## config.mk

```make
export PLATFORM = sky130hd
export DESIGN_NAME = iron_temperature_thermostat
export DESIGN_NICKNAME = d
export VERILOG_FILES = /design/src/itt_pkg.sv /design/src/itt_cal.sv /design/src/iron_temperature_thermostat.sv
export SDC_FILE = /design/constraint.sdc
export NUM_CORES = 2
export LEC_CHECK = 0
export ABC_AREA = 1
export BUFFER_PORTS_ARGS = -buffer_cell sky130_fd_sc_hd__buf_2
export CORE_MARGIN = 2
export CORE_UTILIZATION = 30
export DETAILED_ROUTE_END_ITERATION = 10
export GPL_TIMING_DRIVEN = 1
export PLACE_DENSITY = 0.52
export SKIP_CTS_REPAIR_TIMING = 1
export SLEW_MARGIN = 5
export SYNTH_ARGS = -nofsm -noshare
export SYNTH_HDL_FRONTEND = slang
export SYNTH_SLANG_ARGS = --single-unit
```

## constraint.sdc

```tcl
create_clock -name clock -period 11.1 [get_ports clock]
set_input_delay 0.555 -clock clock [delete_from_list [all_inputs] [get_ports clock]]
set_output_delay 0.555 -clock clock [all_outputs]
set_load 0.05 [all_outputs]
```

## src/itt_pkg.sv

```systemverilog
package itt_pkg;

   // field widths
   localparam int RAW_W   = 12;
   localparam int TEMP_W  = 14;
   localparam int SP_W    = 10;
   localparam int CAL_W   = 10;
   localparam int SET_W   = 9;
   localparam int SLEEP_W = 9;
   localparam int BOOST_W = 8;
   localparam int CSR_IDX_W  = 3;
   localparam int CSR_DATA_W = 10;

   // register reset values
   localparam logic [CAL_W-1:0]   CAL_LOW_RESET  = 10'd200;
   localparam logic [CAL_W-1:0]   CAL_MID_RESET  = 10'd280;
   localparam logic [CAL_W-1:0]   CAL_HIGH_RESET = 10'd360;
   localparam logic [SLEEP_W-1:0] SLEEP_RESET    = 9'd150;
   localparam logic [BOOST_W-1:0] BOOST_RESET    = 8'd50;

   // register indexes
   typedef enum logic [CSR_IDX_W-1:0] {
      CSR_CAL_LOW  = 3'd0,
      CSR_CAL_MID  = 3'd1,
      CSR_CAL_HIGH = 3'd2,
      CSR_SLEEP    = 3'd3,
      CSR_BOOST    = 3'd4
   } itt_csr_type;

   // smoothing: trunc(d / 20) as (|d| * 3277) >> 16, exact for |d| < 4096
   localparam logic [RAW_W-1:0] DIV20_MUL   = 12'd3277;
   localparam int               DIV20_SHIFT = 16;
   localparam int               STEP_W      = 8;

   // calibration knots on the raw axis
   localparam logic [RAW_W-1:0] RAW_KNEE_LOW  = 12'd418;
   localparam logic [RAW_W-1:0] RAW_KNEE_MID  = 12'd823;
   localparam logic [RAW_W-1:0] RAW_KNEE_HIGH = 12'd1242;

   // fixed part of the curve
   localparam logic [CAL_W-1:0]        Y_COLD_BASE  = 10'd21;
   localparam logic signed [CAL_W:0]   Y_COLD_SLOPE = 11'sd89;
   localparam logic [CAL_W-1:0]        Y_LOW_BASE   = 10'd111;

   // segment spans (raw distance between knots)
   localparam longint unsigned SPAN_COLD = 418;
   localparam longint unsigned SPAN_LOW  = 405;
   localparam longint unsigned SPAN_MID  = 419;
   localparam longint unsigned SPAN_HIGH = 408;

   // reciprocals of the spans, ceil(2^31 / span); exact for products below 2^22
   localparam int NUM_W       = 22;
   localparam int RECIP_SHIFT = 31;
   localparam int RECIP_W     = 23;
   localparam int QUOT_W      = 13;
   localparam int PROD_W      = NUM_W + RECIP_W;
   localparam longint unsigned RECIP_ONE = 64'd1 << RECIP_SHIFT;
   localparam logic [RECIP_W-1:0] RECIP_COLD =
      RECIP_W'((RECIP_ONE + SPAN_COLD - 1) / SPAN_COLD);
   localparam logic [RECIP_W-1:0] RECIP_LOW  =
      RECIP_W'((RECIP_ONE + SPAN_LOW - 1) / SPAN_LOW);
   localparam logic [RECIP_W-1:0] RECIP_MID  =
      RECIP_W'((RECIP_ONE + SPAN_MID - 1) / SPAN_MID);
   localparam logic [RECIP_W-1:0] RECIP_HIGH =
      RECIP_W'((RECIP_ONE + SPAN_HIGH - 1) / SPAN_HIGH);

   // calibration segment
   typedef enum logic [1:0] {
      SEG_COLD = 2'd0,
      SEG_LOW  = 2'd1,
      SEG_MID  = 2'd2,
      SEG_HIGH = 2'd3
   } itt_seg_type;

   // tip thresholds and windows
   localparam logic signed [TEMP_W-1:0] TIP_LIMIT  = 14'sd500;
   localparam logic signed [TEMP_W:0]   SNAP_KEEP  = 15'sd5;
   localparam logic signed [TEMP_W:0]   SNAP_NEAR  = 15'sd1;
   localparam logic signed [TEMP_W:0]   AT_WINDOW  = 15'sd5;

   // mode and set temperature that follow a sample down the pipe
   typedef struct packed {
      logic [SET_W-1:0] set_temp;
      logic             off_mode;
      logic             sleep_mode;
      logic             boost_mode;
      logic             rearm_beep;
   } itt_ctl_type;

   // upper calibration points
   typedef struct packed {
      logic [CAL_W-1:0] low;
      logic [CAL_W-1:0] mid;
      logic [CAL_W-1:0] high;
   } itt_cal_cfg_type;

endpackage

```

## src/itt_cal.sv

```systemverilog
// raw to degrees: two pipeline stages, numerator product then reciprocal divide
module itt_cal (
   input  logic                                 clock,
   input  logic                                 reset,
   input  logic                                 in_valid,
   output logic                                 in_ready,
   input  logic [itt_pkg::RAW_W-1:0]            in_raw,
   input  itt_pkg::itt_ctl_type                 in_ctl,
   input  itt_pkg::itt_cal_cfg_type             cfg,
   output logic                                 out_valid,
   input  logic                                 out_ready,
   output logic signed [itt_pkg::TEMP_W-1:0]    out_temp,
   output itt_pkg::itt_ctl_type                 out_ctl
);

   logic                               s2_valid_ff, s2_valid_in;
   logic [itt_pkg::NUM_W-1:0]          s2_num_ff, num_in;
   logic                               s2_neg_ff;
   logic [itt_pkg::CAL_W-1:0]          s2_y0_ff, y0_in;
   itt_pkg::itt_seg_type               s2_seg_ff, seg_in;
   itt_pkg::itt_ctl_type               s2_ctl_ff;

   logic                               s3_valid_ff, s3_valid_in;
   logic                               s3_ready;
   logic signed [itt_pkg::TEMP_W-1:0]  s3_temp_ff, temp_in;
   itt_pkg::itt_ctl_type               s3_ctl_ff;

   logic [itt_pkg::RAW_W-1:0]          dx_in;
   logic signed [itt_pkg::CAL_W:0]     dy_in, dy_neg;
   logic [itt_pkg::CAL_W-1:0]          mag_in;

   logic [itt_pkg::RECIP_W-1:0]        recip;
   logic [itt_pkg::PROD_W-1:0]         prod;
   logic [itt_pkg::QUOT_W-1:0]         quot;
   logic signed [itt_pkg::TEMP_W-1:0]  y0_s, quot_s;

   // handshake between the two stages
   assign s3_ready    = !s3_valid_ff || out_ready;
   assign in_ready    = !s2_valid_ff || s3_ready;
   assign s2_valid_in = in_ready ? in_valid : s2_valid_ff;
   assign s3_valid_in = s3_ready ? s2_valid_ff : s3_valid_ff;

   // segment select, offset along the segment and slope
   always_comb begin
      if (in_raw < itt_pkg::RAW_KNEE_LOW) begin
         seg_in = itt_pkg::SEG_COLD;
      end else if (in_raw < itt_pkg::RAW_KNEE_MID) begin
         seg_in = itt_pkg::SEG_LOW;
      end else if (in_raw < itt_pkg::RAW_KNEE_HIGH) begin
         seg_in = itt_pkg::SEG_MID;
      end else begin
         seg_in = itt_pkg::SEG_HIGH;
      end
      unique case (seg_in)
         itt_pkg::SEG_COLD: begin
            dx_in = in_raw;
            dy_in = itt_pkg::Y_COLD_SLOPE;
            y0_in = itt_pkg::Y_COLD_BASE;
         end
         itt_pkg::SEG_LOW: begin
            dx_in = in_raw - itt_pkg::RAW_KNEE_LOW;
            dy_in = $signed({1'b0, cfg.low}) - $signed({1'b0, itt_pkg::Y_LOW_BASE});
            y0_in = itt_pkg::Y_LOW_BASE;
         end
         itt_pkg::SEG_MID: begin
            dx_in = in_raw - itt_pkg::RAW_KNEE_MID;
            dy_in = $signed({1'b0, cfg.mid}) - $signed({1'b0, cfg.low});
            y0_in = cfg.low;
         end
         default: begin
            dx_in = in_raw - itt_pkg::RAW_KNEE_HIGH;
            dy_in = $signed({1'b0, cfg.high}) - $signed({1'b0, cfg.mid});
            y0_in = cfg.mid;
         end
      endcase
   end

   // offset is never negative, so the sign rides on the slope alone
   assign dy_neg = -dy_in;
   assign mag_in = dy_in[itt_pkg::CAL_W] ? dy_neg[itt_pkg::CAL_W-1:0]
                                         : dy_in[itt_pkg::CAL_W-1:0];
   assign num_in = {{(itt_pkg::NUM_W-itt_pkg::RAW_W){1'b0}}, dx_in}
                   * {{(itt_pkg::NUM_W-itt_pkg::CAL_W){1'b0}}, mag_in};

   // divide by the segment span through its reciprocal
   always_comb begin
      unique case (s2_seg_ff)
         itt_pkg::SEG_COLD: recip = itt_pkg::RECIP_COLD;
         itt_pkg::SEG_LOW:  recip = itt_pkg::RECIP_LOW;
         itt_pkg::SEG_MID:  recip = itt_pkg::RECIP_MID;
         default:           recip = itt_pkg::RECIP_HIGH;
      endcase
   end

   assign prod   = {{itt_pkg::RECIP_W{1'b0}}, s2_num_ff} * {{itt_pkg::NUM_W{1'b0}}, recip};
   assign quot   = prod[itt_pkg::RECIP_SHIFT +: itt_pkg::QUOT_W];
   assign y0_s   = $signed({{(itt_pkg::TEMP_W-itt_pkg::CAL_W){1'b0}}, s2_y0_ff});
   assign quot_s = $signed({{(itt_pkg::TEMP_W-itt_pkg::QUOT_W){1'b0}}, quot});
   // the curve stays within -6130..7153, inside the result range
   assign temp_in = s2_neg_ff ? (y0_s - quot_s) : (y0_s + quot_s);

   // valid bits
   always_ff @(posedge clock) begin
      if (reset) begin
         s2_valid_ff <= 1'b0;
         s3_valid_ff <= 1'b0;
      end else begin
         s2_valid_ff <= s2_valid_in;
         s3_valid_ff <= s3_valid_in;
      end
   end

   // stage payload
   always_ff @(posedge clock) begin
      if (in_valid && in_ready) begin
         s2_num_ff <= num_in;
         s2_neg_ff <= dy_in[itt_pkg::CAL_W];
         s2_y0_ff  <= y0_in;
         s2_seg_ff <= seg_in;
         s2_ctl_ff <= in_ctl;
      end
      if (s2_valid_ff && s3_ready) begin
         s3_temp_ff <= temp_in;
         s3_ctl_ff  <= s2_ctl_ff;
      end
   end

   assign out_valid = s3_valid_ff;
   assign out_temp  = s3_temp_ff;
   assign out_ctl   = s3_ctl_ff;

endmodule

```

## src/iron_temperature_thermostat.sv

```systemverilog
// Soldering-iron tip thermostat. One tip ADC sample is accepted per beat on the
// req_ channel and exactly one result beat leaves on rsp_ for each, in order.
// Samples can be accepted every cycle unless the result side stalls; each passes
// the input register with the smoothing recurrence, two calibration stages
// holding the span multiply and the reciprocal divide, and the result register
// that closes the display, beep and tip-detect state. Calibration points, sleep
// and boost temperatures are written through csr_ by the user, only while no
// sample is in flight, not enforced by the block; reset values apply otherwise.
module iron_temperature_thermostat (
   input  logic                                clock,
   input  logic                                reset,
   // sample channel
   input  logic                                req_valid,
   output logic                                req_ready,
   input  logic                                req_op,
   input  logic [itt_pkg::RAW_W-1:0]           req_adc_sample,
   input  logic [itt_pkg::SET_W-1:0]           req_set_temp,
   input  logic                                req_off_mode,
   input  logic                                req_sleep_mode,
   input  logic                                req_boost_mode,
   input  logic                                req_rearm_beep,
   // result channel
   output logic                                rsp_valid,
   input  logic                                rsp_ready,
   output logic signed [itt_pkg::TEMP_W-1:0]   rsp_current_temp,
   output logic signed [itt_pkg::TEMP_W-1:0]   rsp_display_temp,
   output logic [itt_pkg::SP_W-1:0]            rsp_setpoint,
   output logic                                rsp_heater_on,
   output logic                                rsp_at_temp,
   output logic                                rsp_beep_now,
   output logic                                rsp_tip_inserted,
   output logic                                rsp_tip_present,
   // register writes
   input  logic                                csr_write_en,
   input  logic [itt_pkg::CSR_IDX_W-1:0]       csr_index,
   input  logic [itt_pkg::CSR_DATA_W-1:0]      csr_wdata
);

   // registers
   itt_pkg::itt_cal_cfg_type          cal_cfg_ff, cal_cfg_in;
   logic [itt_pkg::SLEEP_W-1:0]       sleep_temp_ff, sleep_temp_in;
   logic [itt_pkg::BOOST_W-1:0]       boost_temp_ff, boost_temp_in;

   // input stage
   logic                              s1_valid_ff, s1_valid_in;
   logic [itt_pkg::RAW_W-1:0]         smoothed_ff, smoothed_in;
   itt_pkg::itt_ctl_type              s1_ctl_ff, req_ctl;
   logic                              req_beat;
   logic signed [itt_pkg::RAW_W:0]    diff, diff_neg;
   logic [itt_pkg::RAW_W-1:0]         diff_mag, step_ext, smoothed_step;
   logic [2*itt_pkg::RAW_W-1:0]       step_prod;

   // calibration
   logic                              cal_in_ready;
   logic                              cal_out_valid, cal_out_ready;
   logic signed [itt_pkg::TEMP_W-1:0] cal_temp;
   itt_pkg::itt_ctl_type              cal_ctl;

   // result stage and running state
   logic                              rsp_valid_ff, rsp_valid_in, rsp_load;
   logic signed [itt_pkg::TEMP_W-1:0] shown_ff, shown_in;
   logic [itt_pkg::SP_W-1:0]          last_sp_ff, sp_in;
   logic                              working_ff, working_in;
   logic                              armed_ff, armed_in, armed_rearm;
   logic                              tip_ff, tip_in;
   logic signed [itt_pkg::TEMP_W-1:0] rsp_cur_ff, rsp_shown_ff;
   logic [itt_pkg::SP_W-1:0]          rsp_sp_ff;
   logic                              rsp_heat_ff, rsp_at_ff, rsp_beep_ff, rsp_ins_ff;
   logic                              rsp_tip_ff;
   logic signed [itt_pkg::TEMP_W-1:0] prev_sp_s, shown_keep;
   logic signed [itt_pkg::TEMP_W:0]   shown_vs_cur, shown_vs_sp, set_vs_cur;
   logic signed [itt_pkg::TEMP_W:0]   cur_plus, sp_wide;
   logic                              at_in, beep_in, ins_in, heat_in;

   // register writes
   always_comb begin
      cal_cfg_in    = cal_cfg_ff;
      sleep_temp_in = sleep_temp_ff;
      boost_temp_in = boost_temp_ff;
      if (csr_write_en) begin
         unique case (itt_pkg::itt_csr_type'(csr_index))
            itt_pkg::CSR_CAL_LOW:  cal_cfg_in.low  = csr_wdata[itt_pkg::CAL_W-1:0];
            itt_pkg::CSR_CAL_MID:  cal_cfg_in.mid  = csr_wdata[itt_pkg::CAL_W-1:0];
            itt_pkg::CSR_CAL_HIGH: cal_cfg_in.high = csr_wdata[itt_pkg::CAL_W-1:0];
            itt_pkg::CSR_SLEEP:    sleep_temp_in   = csr_wdata[itt_pkg::SLEEP_W-1:0];
            itt_pkg::CSR_BOOST:    boost_temp_in   = csr_wdata[itt_pkg::BOOST_W-1:0];
            default: ;
         endcase
      end
   end

   always_ff @(posedge clock) begin
      if (reset) begin
         cal_cfg_ff.low  <= itt_pkg::CAL_LOW_RESET;
         cal_cfg_ff.mid  <= itt_pkg::CAL_MID_RESET;
         cal_cfg_ff.high <= itt_pkg::CAL_HIGH_RESET;
         sleep_temp_ff   <= itt_pkg::SLEEP_RESET;
         boost_temp_ff   <= itt_pkg::BOOST_RESET;
      end else begin
         cal_cfg_ff    <= cal_cfg_in;
         sleep_temp_ff <= sleep_temp_in;
         boost_temp_ff <= boost_temp_in;
      end
   end

   // input handshake
   assign req_ready   = !s1_valid_ff || cal_in_ready;
   assign req_beat    = req_valid && req_ready;
   assign s1_valid_in = req_ready ? req_valid : s1_valid_ff;

   assign req_ctl.set_temp   = req_set_temp;
   assign req_ctl.off_mode   = req_off_mode;
   assign req_ctl.sleep_mode = req_sleep_mode;
   assign req_ctl.boost_mode = req_boost_mode;
   assign req_ctl.rearm_beep = req_rearm_beep;

   // exponential average, step trunc((sample - avg) / 20), or req_op loads; 0..4095
   assign diff          = $signed({1'b0, req_adc_sample}) - $signed({1'b0, smoothed_ff});
   assign diff_neg      = -diff;
   assign diff_mag      = diff[itt_pkg::RAW_W] ? diff_neg[itt_pkg::RAW_W-1:0]
                                               : diff[itt_pkg::RAW_W-1:0];
   assign step_prod     = {{itt_pkg::RAW_W{1'b0}}, diff_mag}
                          * {{itt_pkg::RAW_W{1'b0}}, itt_pkg::DIV20_MUL};
   assign step_ext      = {{(itt_pkg::RAW_W-itt_pkg::STEP_W){1'b0}},
                           step_prod[itt_pkg::DIV20_SHIFT +: itt_pkg::STEP_W]};
   assign smoothed_step = diff[itt_pkg::RAW_W] ? (smoothed_ff - step_ext)
                                               : (smoothed_ff + step_ext);
   assign smoothed_in   = req_op ? req_adc_sample : smoothed_step;

   always_ff @(posedge clock) begin
      if (reset) begin
         s1_valid_ff <= 1'b0;
         smoothed_ff <= '0;
      end else begin
         s1_valid_ff <= s1_valid_in;
         if (req_beat) begin
            smoothed_ff <= smoothed_in;
         end
      end
   end

   always_ff @(posedge clock) begin
      if (req_beat) begin
         s1_ctl_ff <= req_ctl;
      end
   end

   // calibration pipeline
   itt_cal u_cal (
      .clock     (clock),
      .reset     (reset),
      .in_valid  (s1_valid_ff),
      .in_ready  (cal_in_ready),
      .in_raw    (smoothed_ff),
      .in_ctl    (s1_ctl_ff),
      .cfg       (cal_cfg_ff),
      .out_valid (cal_out_valid),
      .out_ready (cal_out_ready),
      .out_temp  (cal_temp),
      .out_ctl   (cal_ctl)
   );

   // result handshake
   assign cal_out_ready = !rsp_valid_ff || rsp_ready;
   assign rsp_load      = cal_out_valid && cal_out_ready;
   assign rsp_valid_in  = cal_out_ready ? cal_out_valid : rsp_valid_ff;

   // display hysteresis: hold the previous setpoint while close, snap when within one
   assign prev_sp_s    = $signed({{(itt_pkg::TEMP_W-itt_pkg::SP_W){1'b0}}, last_sp_ff});
   assign shown_vs_cur = $signed({shown_ff[itt_pkg::TEMP_W-1], shown_ff})
                         - $signed({cal_temp[itt_pkg::TEMP_W-1], cal_temp});
   assign shown_keep   = ((shown_ff != prev_sp_s) || (shown_vs_cur > itt_pkg::SNAP_KEEP)
                          || (shown_vs_cur < -itt_pkg::SNAP_KEEP)) ? cal_temp : shown_ff;
   assign shown_vs_sp  = $signed({shown_keep[itt_pkg::TEMP_W-1], shown_keep})
                         - $signed({prev_sp_s[itt_pkg::TEMP_W-1], prev_sp_s});
   assign shown_in     = ((shown_vs_sp <= itt_pkg::SNAP_NEAR)
                          && (shown_vs_sp >= -itt_pkg::SNAP_NEAR)) ? prev_sp_s : shown_keep;

   // at-temperature and one-shot beep, rearm counts before the check
   assign set_vs_cur  = $signed({{(itt_pkg::TEMP_W+1-itt_pkg::SET_W){1'b0}},
                                 cal_ctl.set_temp})
                        - $signed({cal_temp[itt_pkg::TEMP_W-1], cal_temp});
   assign at_in       = (set_vs_cur < itt_pkg::AT_WINDOW) && (set_vs_cur > -itt_pkg::AT_WINDOW);
   assign armed_rearm = armed_ff || cal_ctl.rearm_beep;
   assign beep_in     = at_in && !working_ff && armed_rearm;
   assign working_in  = at_in;
   assign armed_in    = at_in ? 1'b0 : armed_rearm;

   // tip removal above the limit, insertion once back below it
   always_comb begin
      ins_in = 1'b0;
      tip_in = tip_ff;
      if (shown_in > itt_pkg::TIP_LIMIT) begin
         tip_in = 1'b0;
      end else if (!tip_ff && (shown_in < itt_pkg::TIP_LIMIT)) begin
         tip_in = 1'b1;
         ins_in = 1'b1;
      end
   end

   // setpoint: off over sleep over boost; boost sum tops out at 766
   always_comb begin
      if (cal_ctl.off_mode) begin
         sp_in = '0;
      end else if (cal_ctl.sleep_mode) begin
         sp_in = {{(itt_pkg::SP_W-itt_pkg::SLEEP_W){1'b0}}, sleep_temp_ff};
      end else if (cal_ctl.boost_mode) begin
         sp_in = {{(itt_pkg::SP_W-itt_pkg::SET_W){1'b0}}, cal_ctl.set_temp}
                 + {{(itt_pkg::SP_W-itt_pkg::BOOST_W){1'b0}}, boost_temp_ff};
      end else begin
         sp_in = {{(itt_pkg::SP_W-itt_pkg::SET_W){1'b0}}, cal_ctl.set_temp};
      end
   end

   // heater full on below setpoint minus one
   assign cur_plus = $signed({cal_temp[itt_pkg::TEMP_W-1], cal_temp})
                     + $signed({{itt_pkg::TEMP_W{1'b0}}, 1'b1});
   assign sp_wide  = $signed({{(itt_pkg::TEMP_W+1-itt_pkg::SP_W){1'b0}}, sp_in});
   assign heat_in  = cur_plus < sp_wide;

   // running state, moves with each result beat
   always_ff @(posedge clock) begin
      if (reset) begin
         rsp_valid_ff <= 1'b0;
         shown_ff     <= '0;
         last_sp_ff   <= '0;
         working_ff   <= 1'b1;
         armed_ff     <= 1'b1;
         tip_ff       <= 1'b1;
      end else begin
         rsp_valid_ff <= rsp_valid_in;
         if (rsp_load) begin
            shown_ff   <= shown_in;
            last_sp_ff <= sp_in;
            working_ff <= working_in;
            armed_ff   <= armed_in;
            tip_ff     <= tip_in;
         end
      end
   end

   // result payload
   always_ff @(posedge clock) begin
      if (rsp_load) begin
         rsp_cur_ff   <= cal_temp;
         rsp_shown_ff <= shown_in;
         rsp_sp_ff    <= sp_in;
         rsp_heat_ff  <= heat_in;
         rsp_at_ff    <= at_in;
         rsp_beep_ff  <= beep_in;
         rsp_ins_ff   <= ins_in;
         rsp_tip_ff   <= tip_in;
      end
   end

   assign rsp_valid        = rsp_valid_ff;
   assign rsp_current_temp = rsp_cur_ff;
   assign rsp_display_temp = rsp_shown_ff;
   assign rsp_setpoint     = rsp_sp_ff;
   assign rsp_heater_on    = rsp_heat_ff;
   assign rsp_at_temp      = rsp_at_ff;
   assign rsp_beep_now     = rsp_beep_ff;
   assign rsp_tip_inserted = rsp_ins_ff;
   assign rsp_tip_present  = rsp_tip_ff;

   // average moves only on an accepted sample
   a_smooth_hold: assert property (@(posedge clock) disable iff (reset)
      !req_beat |=> $stable(smoothed_ff))
      else $error("smoothed value changed without a sample beat");

   // display state frozen while a result is stalled
   a_shown_hold: assert property (@(posedge clock) disable iff (reset)
      (rsp_valid && !rsp_ready) |=> $stable(shown_ff) && $stable(tip_ff))
      else $error("running state moved while the result was stalled");

   // a beep only ever comes with at-temperature
   a_beep_at: assert property (@(posedge clock) disable iff (reset)
      (rsp_valid && rsp_beep_now) |-> rsp_at_temp)
      else $error("beep without reaching temperature");

   // an insertion leaves the tip present and the display below the limit
   a_tip_ins: assert property (@(posedge clock) disable iff (reset)
      (rsp_valid && rsp_tip_inserted) |-> rsp_tip_present
                                          && (rsp_display_temp < itt_pkg::TIP_LIMIT))
      else $error("tip insertion with inconsistent tip state");

endmodule

```

Yosys cells after proc, flatten, opt, wreduce, memory -nomap -nowiden
Index checks and enable logic that the tools add are counted.
- memories kept: 0
- bits in registers: 221
- RAM bits: 0
- output and inout bits: 45
- logic and storage cells: 136
- bits in read-only memories: 0
- bits in latches: 0
- shifts and indexed selects: 0
- div/mod/pow operators: 0
- order comparisons: 12
- reduce and logical (&&, ||, !) cells: 30
- $mul: 3
- multiplexer cells: 21
- bitwise operators: 0
- add/subtract/negate cells: 18
- eq/ne operators: 9
- operators by type and width (cell ; count):
    $pmux 21 s3 ; 1
    $mul 22x23->44 ; 1
    $mux 14 ; 3
    $mux 10 ; 4
    $mux 12 ; 3
    $pmux 12 s3 ; 1
    $pmux 11 s3 ; 1
    $gt 15x4->1 const B ; 2
    $lt 15x4->1 const B ; 2
    $pmux 10 s3 ; 1
    $mul 12x12->24 const B ; 1
    $mul 12x10->22 ; 1
    $sub 10x10->11 ; 2
    $add 14x2->15 const B ; 1
    $ge 15x1->1 const B ; 1
    $le 15x2->1 const B ; 1
    $lt 15x11->1 ; 1
    $sub 10x14->15 ; 1
    $sub 14x11->15 ; 1
    $sub 14x14->15 ; 1
    $add 10x13->14 ; 1
    $gt 14x10->1 const B ; 1
    $lt 14x10->1 const B ; 1
    $ne 14x11->1 ; 1
    other kinds (27) ; 59

Longest topological paths before layout
- word-level depth: 13
- mapped depth: 53

Modules after synthesis
Synthesis repeated with hierarchy kept, for this count alone.
- cell total of the unflattened synthesis: 4497
- area, all modules: 35421.5 µm²
- by module, submodules not included (module ; cells each ; area an instance (µm²) ; times used ; seq. area each (µm²)):
    itt_cal ; 2806 ; 22908.2 ; 1 ; 2292.2
    iron_temperature_thermostat ; 1691 ; 12513.3 ; 1 ; 3443.3

Worst setup path before layout
OpenSTA, ideal clock, no wires.
- kind: input -> register
- start point: input port req_adc_sample[0] in the netlist's numbering
- end point: register smoothed_ff[11] in the netlist's numbering
- arrival: 9102 ps
- setup time: 132 ps
- stages: 51
- path slack: 1866 ps
- cell sequence: inv_1 -> ha_1 -> fa_1 -> or2_2 -> o21ai_0 -> a21oi_1 -> o21bai_1 -> nand3_1 -> nand2_1 -> a21oi_1 -> o21bai_1 -> nand2_1 -> nand2_1 -> a21oi_1 -> clkbuf_1 -> nand2_1 -> xor2_1 -> inv_1 -> [15 not listed] -> o21ai_0 -> a21o_1 -> xor2_1 -> xnor2_1 -> inv_1 -> ha_1 -> a21oi_1 -> o221ai_1 -> nand2_1 -> nand2_1 -> a21oi_1 -> o21bai_1 -> a21oi_1 -> xor2_1 -> nand3b_1 -> nand3_1 -> nand2_1 -> a21oi_1
- longest elaborated chain between the ends: 7
- RTL lines (item ; RTL line ; source):
    from (decl) ; iron_temperature_thermostat.sv:16 ; input logic [itt_pkg::RAW_W-1:0] req_adc_sample,
    $sub 12x12->13 * ; iron_temperature_thermostat.sv:118 ; assign diff = $signed({1'b0, req_adc_sample}) - $signed({1'b0, smoothed_ff});
    $neg 12->12 ; iron_temperature_thermostat.sv:119 ; assign diff_neg = -diff;
    $mux 12 ; iron_temperature_thermostat.sv:120 ; assign diff_mag = diff[itt_pkg::RAW_W] ? diff_neg[itt_pkg::RAW_W-1:0]
    $mul 12x12->24 ; iron_temperature_thermostat.sv:123 ; * {{itt_pkg::RAW_W{1'b0}}, itt_pkg::DIV20_MUL};
    $add 12x8->12 or $sub 12x8->12 (tied branches) ; iron_temperature_thermostat.sv:127, iron_temperature_thermostat.sv:126 ;
    $mux 12 * ; iron_temperature_thermostat.sv:126 ; assign smoothed_step = diff[itt_pkg::RAW_W] ? (smoothed_ff - step_ext)
    $mux 12 * ; iron_temperature_thermostat.sv:128 ; assign smoothed_in = req_op ? req_adc_sample : smoothed_step;
    to (signal assigned) ; iron_temperature_thermostat.sv:137 ; smoothed_ff <= smoothed_in;
    to (decl) ; iron_temperature_thermostat.sv:46 ; logic [itt_pkg::RAW_W-1:0] smoothed_ff, smoothed_in;
Every way passes the cells marked *; elsewhere a longest branch is shown, timed or not.
A chain may end at the register's enable or synchronous reset.

Worst setup path after layout
- start point: register smoothed_ff[0] in the netlist's numbering
- end point: register smoothed_ff[11] in the netlist's numbering
- longest elaborated chain between the ends: 7
- RTL lines (item ; RTL line):
    $sub 12x12->13 ; iron_temperature_thermostat.sv:118
    $neg 12->12 ; iron_temperature_thermostat.sv:119
    $mux 12 ; iron_temperature_thermostat.sv:120
    $mul 12x12->24 ; iron_temperature_thermostat.sv:123
    $add 12x8->12 or $sub 12x8->12 (tied branches) ; iron_temperature_thermostat.sv:127, iron_temperature_thermostat.sv:126
    $mux 12 * ; iron_temperature_thermostat.sv:126
    $mux 12 * ; iron_temperature_thermostat.sv:128
Marks and branches as above.

==> results.json <==
{
  "fin_crit_ns": 10.01,
  "slew_headroom_pct": 24.1,
  "grt_overflow": 0,
  "syn_inst": 4325,
  "clock_sinks": 221,
  "hold_class": "in -> reg",
  "syn_area_per_cell_sq_um": 8.00,
  "met2_usage_pct": 27.2,
  "critical-path-slowest-cell": "fa_1",
  "seqCellArea_sq_mm": 0.00574,
  "vias_per_cell": 4.57,
  "muxShareOfSynthArea_pct": 0,
  "numCtsBuffers": 28,
  "cap_violations": 0,
  "crit_top_cell": "nand2_1",
  "wirelength_um": 96700,
  "die_w_um": 344,
  "dr.pass1.iters": 5,
  "drive_gt1_share_pct": 5.21,
  "wl_per_cell_um": 16.3,
  "cts_buffer_depth": 3,
  "syn_area_sq_mm": 0.0346,
  "setup_tns_ns": 0,
  "synth-simple-area-share_pct": 16.7,
  "synth_fa_ha_area_share_pct": 41.8,
  "remaining_drc_errors": 0,
  "hold_viol_final": 0,
  "antenna_found_initial": 3,
  "grtUsageMet1_pct": 24.0,
  "grt_max_degree": 73,
  "place_area_sq_mm": 0.0369,
  "gp_congestion": 0.903,
  "synth_compound_area_share_pct": 8.82,
  "timing.fmax_mhz": 99.9,
  "grt_pass1_vias": 27900,
  "die_h_um": 344,
  "grt-busiest-layer": "met2",
  "port_buffers": 88,
  "worstSkewPairLatency_ns": 0.59,
  "dp_hpwl_um": 83000,
  "fill_cells": 12200,
  "synth_edf_count": 131,
  "setup_ws_ns": 1.09,
  "cp.required_ns": 11.56,
  "ys_async_sr_fraction_pct": 0,
  "track_usage_pct": 16.7,
  "startpoint_type": "flip-flop",
  "die_area_sq_mm": 0.118,
  "crit_type": "reg -> reg",
  "grt_use_met3_pct": 2.04,
  "drt-initial-drc-count": 1643,
  "clk_pin_slew_ns": 0.07,
  "worst_slew_pin_slew_ns": 1.14,
  "seq_area_frac_synth_pct": 16.6,
  "multi_input_area_sq_mm": 0.0246,
  "synth_top_flop_cell": "edfxtp_1",
  "synth-xor-area-share_pct": 3.75,
  "vias": 27200,
  "synthToLayoutAreaGrowth_pct": 9.45,
  "setup_viol": 0,
  "yosysWarnings": 0,
  "cts-root-buf": "clkbuf_16",
  "cts_tree": "done",
  "rsz0062_at_grt": "no",
  "start_util_pct": 30.3,
  "skew_ns": 0.0398,
  "grt_pass1_wl_um": 156000,
  "post-place-ws_ns": 0.639,
  "rows": 124,
  "synth_top_family_by_area": "adder cells",
  "antenna_left": 0,
  "ys_seq_elements": 221,
  "cts_htree_levels": 1,
  "cpPeakStageDelay_ns": 0.53,
  "slew_violations": 0,
  "cp_data_arrival_time_ns": 10.46,
  "core_sq_mm": 0.114,
  "io_pins": 89,
  "status": "finished, final reports clean",
  "cp_max_fo": 13,
  "fin_nets": 5356,
  "end_kind": "flip-flop",
  "fin_area_sq_mm": 0.0379,
  "finalCritPeriodShare_pct": 90.2,
  "ys_types": 61
}
==> per-stage QoR <==
| step | hold WS (ns) | instances | utilization (%) |
|---|---|---|---|
| 4_1_cts | 0.108 | 5946 | 33.1 |
| 6_report | 0.142 | 5947 | 33.1 |
| 3_5_place_dp | 0.405 | 5894 | 32.3 |
| 2_1_floorplan | 0.400 | 4330 | - |
| 5_1_grt | 0.114 | 5947 | 33.1 |
| 3_3_place_gp | 0.403 | 5894 | 32.3 |
==> flip-flops by register name (all words and copies together), names as in the netlist, 2 cells and up <==
signal	flops
rsp_setpoint	10
rsp_current_temp	14
rsp_display_temp	14
u_cal.s2_num_ff	22
last_sp_ff	10
cal_cfg_ff	30
u_cal.s2_seg_ff	2
boost_temp_ff	8
smoothed_ff	12
u_cal.out_ctl	13
sleep_temp_ff	9
shown_ff	14
u_cal.s2_ctl_ff	13
s1_ctl_ff	13
u_cal.out_temp	14
u_cal.s2_y0_ff	10
==> cell usage in the layout (no fill, tap or decap), types with 14 or more instances in the layout <==
master and n:
clkinv_1 14, dfxtp_1 90, edfxtp_1 131, nand2_1 709, xor2_1 115, o21ai_0 150, xnor2_1 33, o21bai_1 28
a31oi_1 20, fa_1 426, nand3_1 156, buf_2 88, nor2_1 408, o211ai_1 20, clkbuf_16 28, buf_4 29
nor3_1 20, nand4_1 26, ha_1 474, or2_2 17, inv_1 1032, nand2_2 16, a21oi_1 237
==> worst max-delay path: cells and delay by family, from the launching register on <==
kind | cells | cell delay (ns)
fa+ha+maj | 9 | 3.57
compound gates | 16 | 2.66
simple gates | 15 | 1.70
xor+xnor | 4 | 0.82
buf+inv | 7 | 0.65
flops | 1 | 0.41
==> Yosys cell counts (3+ instances only) <==
master     number  area, sq um
clkinv_1       13         48.8
and2_1          5         31.3
o22ai_1         7         43.8
nand4_1        26          163
a21oi_1       237         1190
ha_1          474         5930
edfxtp_1      131         3930
o21ai_0       151          756
nor4_1          7         43.8
o2111ai_1       5         43.8
or2_2          17          106
a31oi_1        20          125
a211oi_1        7         52.6
nand2_1       709         2660
nand3_1       156          781
inv_1        1034         3880
o31ai_1        10         75.1
o21ai_1         3         15.0
buf_2           7         35.0
inv_2          11         41.3
fa_1          426         8530
nor3b_1         5         37.5
a21o_1         11         82.6
nand2_2        16          100
nand3_2         4         40.0
o221ai_1        9         78.8
nor3_1         20          100
a22oi_1         3         22.5
o21bai_1       28          210
nand3b_1       10         75.1
buf_1           3         11.3
xor2_1        115         1010
xnor2_1        33          289
clkbuf_1       50          188
o21a_1          9         67.6
nor2_1        410         1540
o211ai_1       20          150
nand2_4         4         45.0
dfxtp_1        90         1800
==> cell families (layout without fill, tap and decap cells) <==
family	after synthesis	in the layout
xor+xnor	148	148
flops	221	221
simple gates	1396	1396
compound gates	535	535
other cells	2	8
fa+ha+maj	900	900
buf+inv	1123	1227
==> path summary, 6_finish.rpt <==
kind	from	to	slack, ns	depth (start not counted)
min	req_set_temp[0]	s1_ctl_ff[4]$_DFFE_PP_	0.14	1
min reg2reg	s1_ctl_ff[3]$_DFFE_PP_	u_cal.s2_ctl_ff[3]$_DFFE_PP_	0.41	0
max	smoothed_ff[0]$_SDFFE_PP0P_	smoothed_ff[11]$_SDFFE_PP0P_	1.09	51
max reg2reg	smoothed_ff[0]$_SDFFE_PP0P_	smoothed_ff[11]$_SDFFE_PP0P_	1.09	51
==> per-layer routing <==
| metal | wire (um) | vias up |
|---|---|---|
| met5 | 13 | - |
| met4 | 1620 | 2 |
| met3 | 4440 | 87 |
| met2 | 44000 | 508 |
| met1 | 46600 | 12900 |
| li1 | - | 13700 |
==> layout make-up <==
cell class	count	area share (%)
flip-flops and latches	221	15.1
well taps	1512	5.00
inverters	1058	10.5
multi-input cells	2986	65.0
diodes	1	0.00661
clock inverters	21	0.697
repair buffers	117	1.74
clock buffers	31	1.88
Power is not shown: default switching activity piles up to over one toggle a cycle in this logic, so the estimate is an artifact.
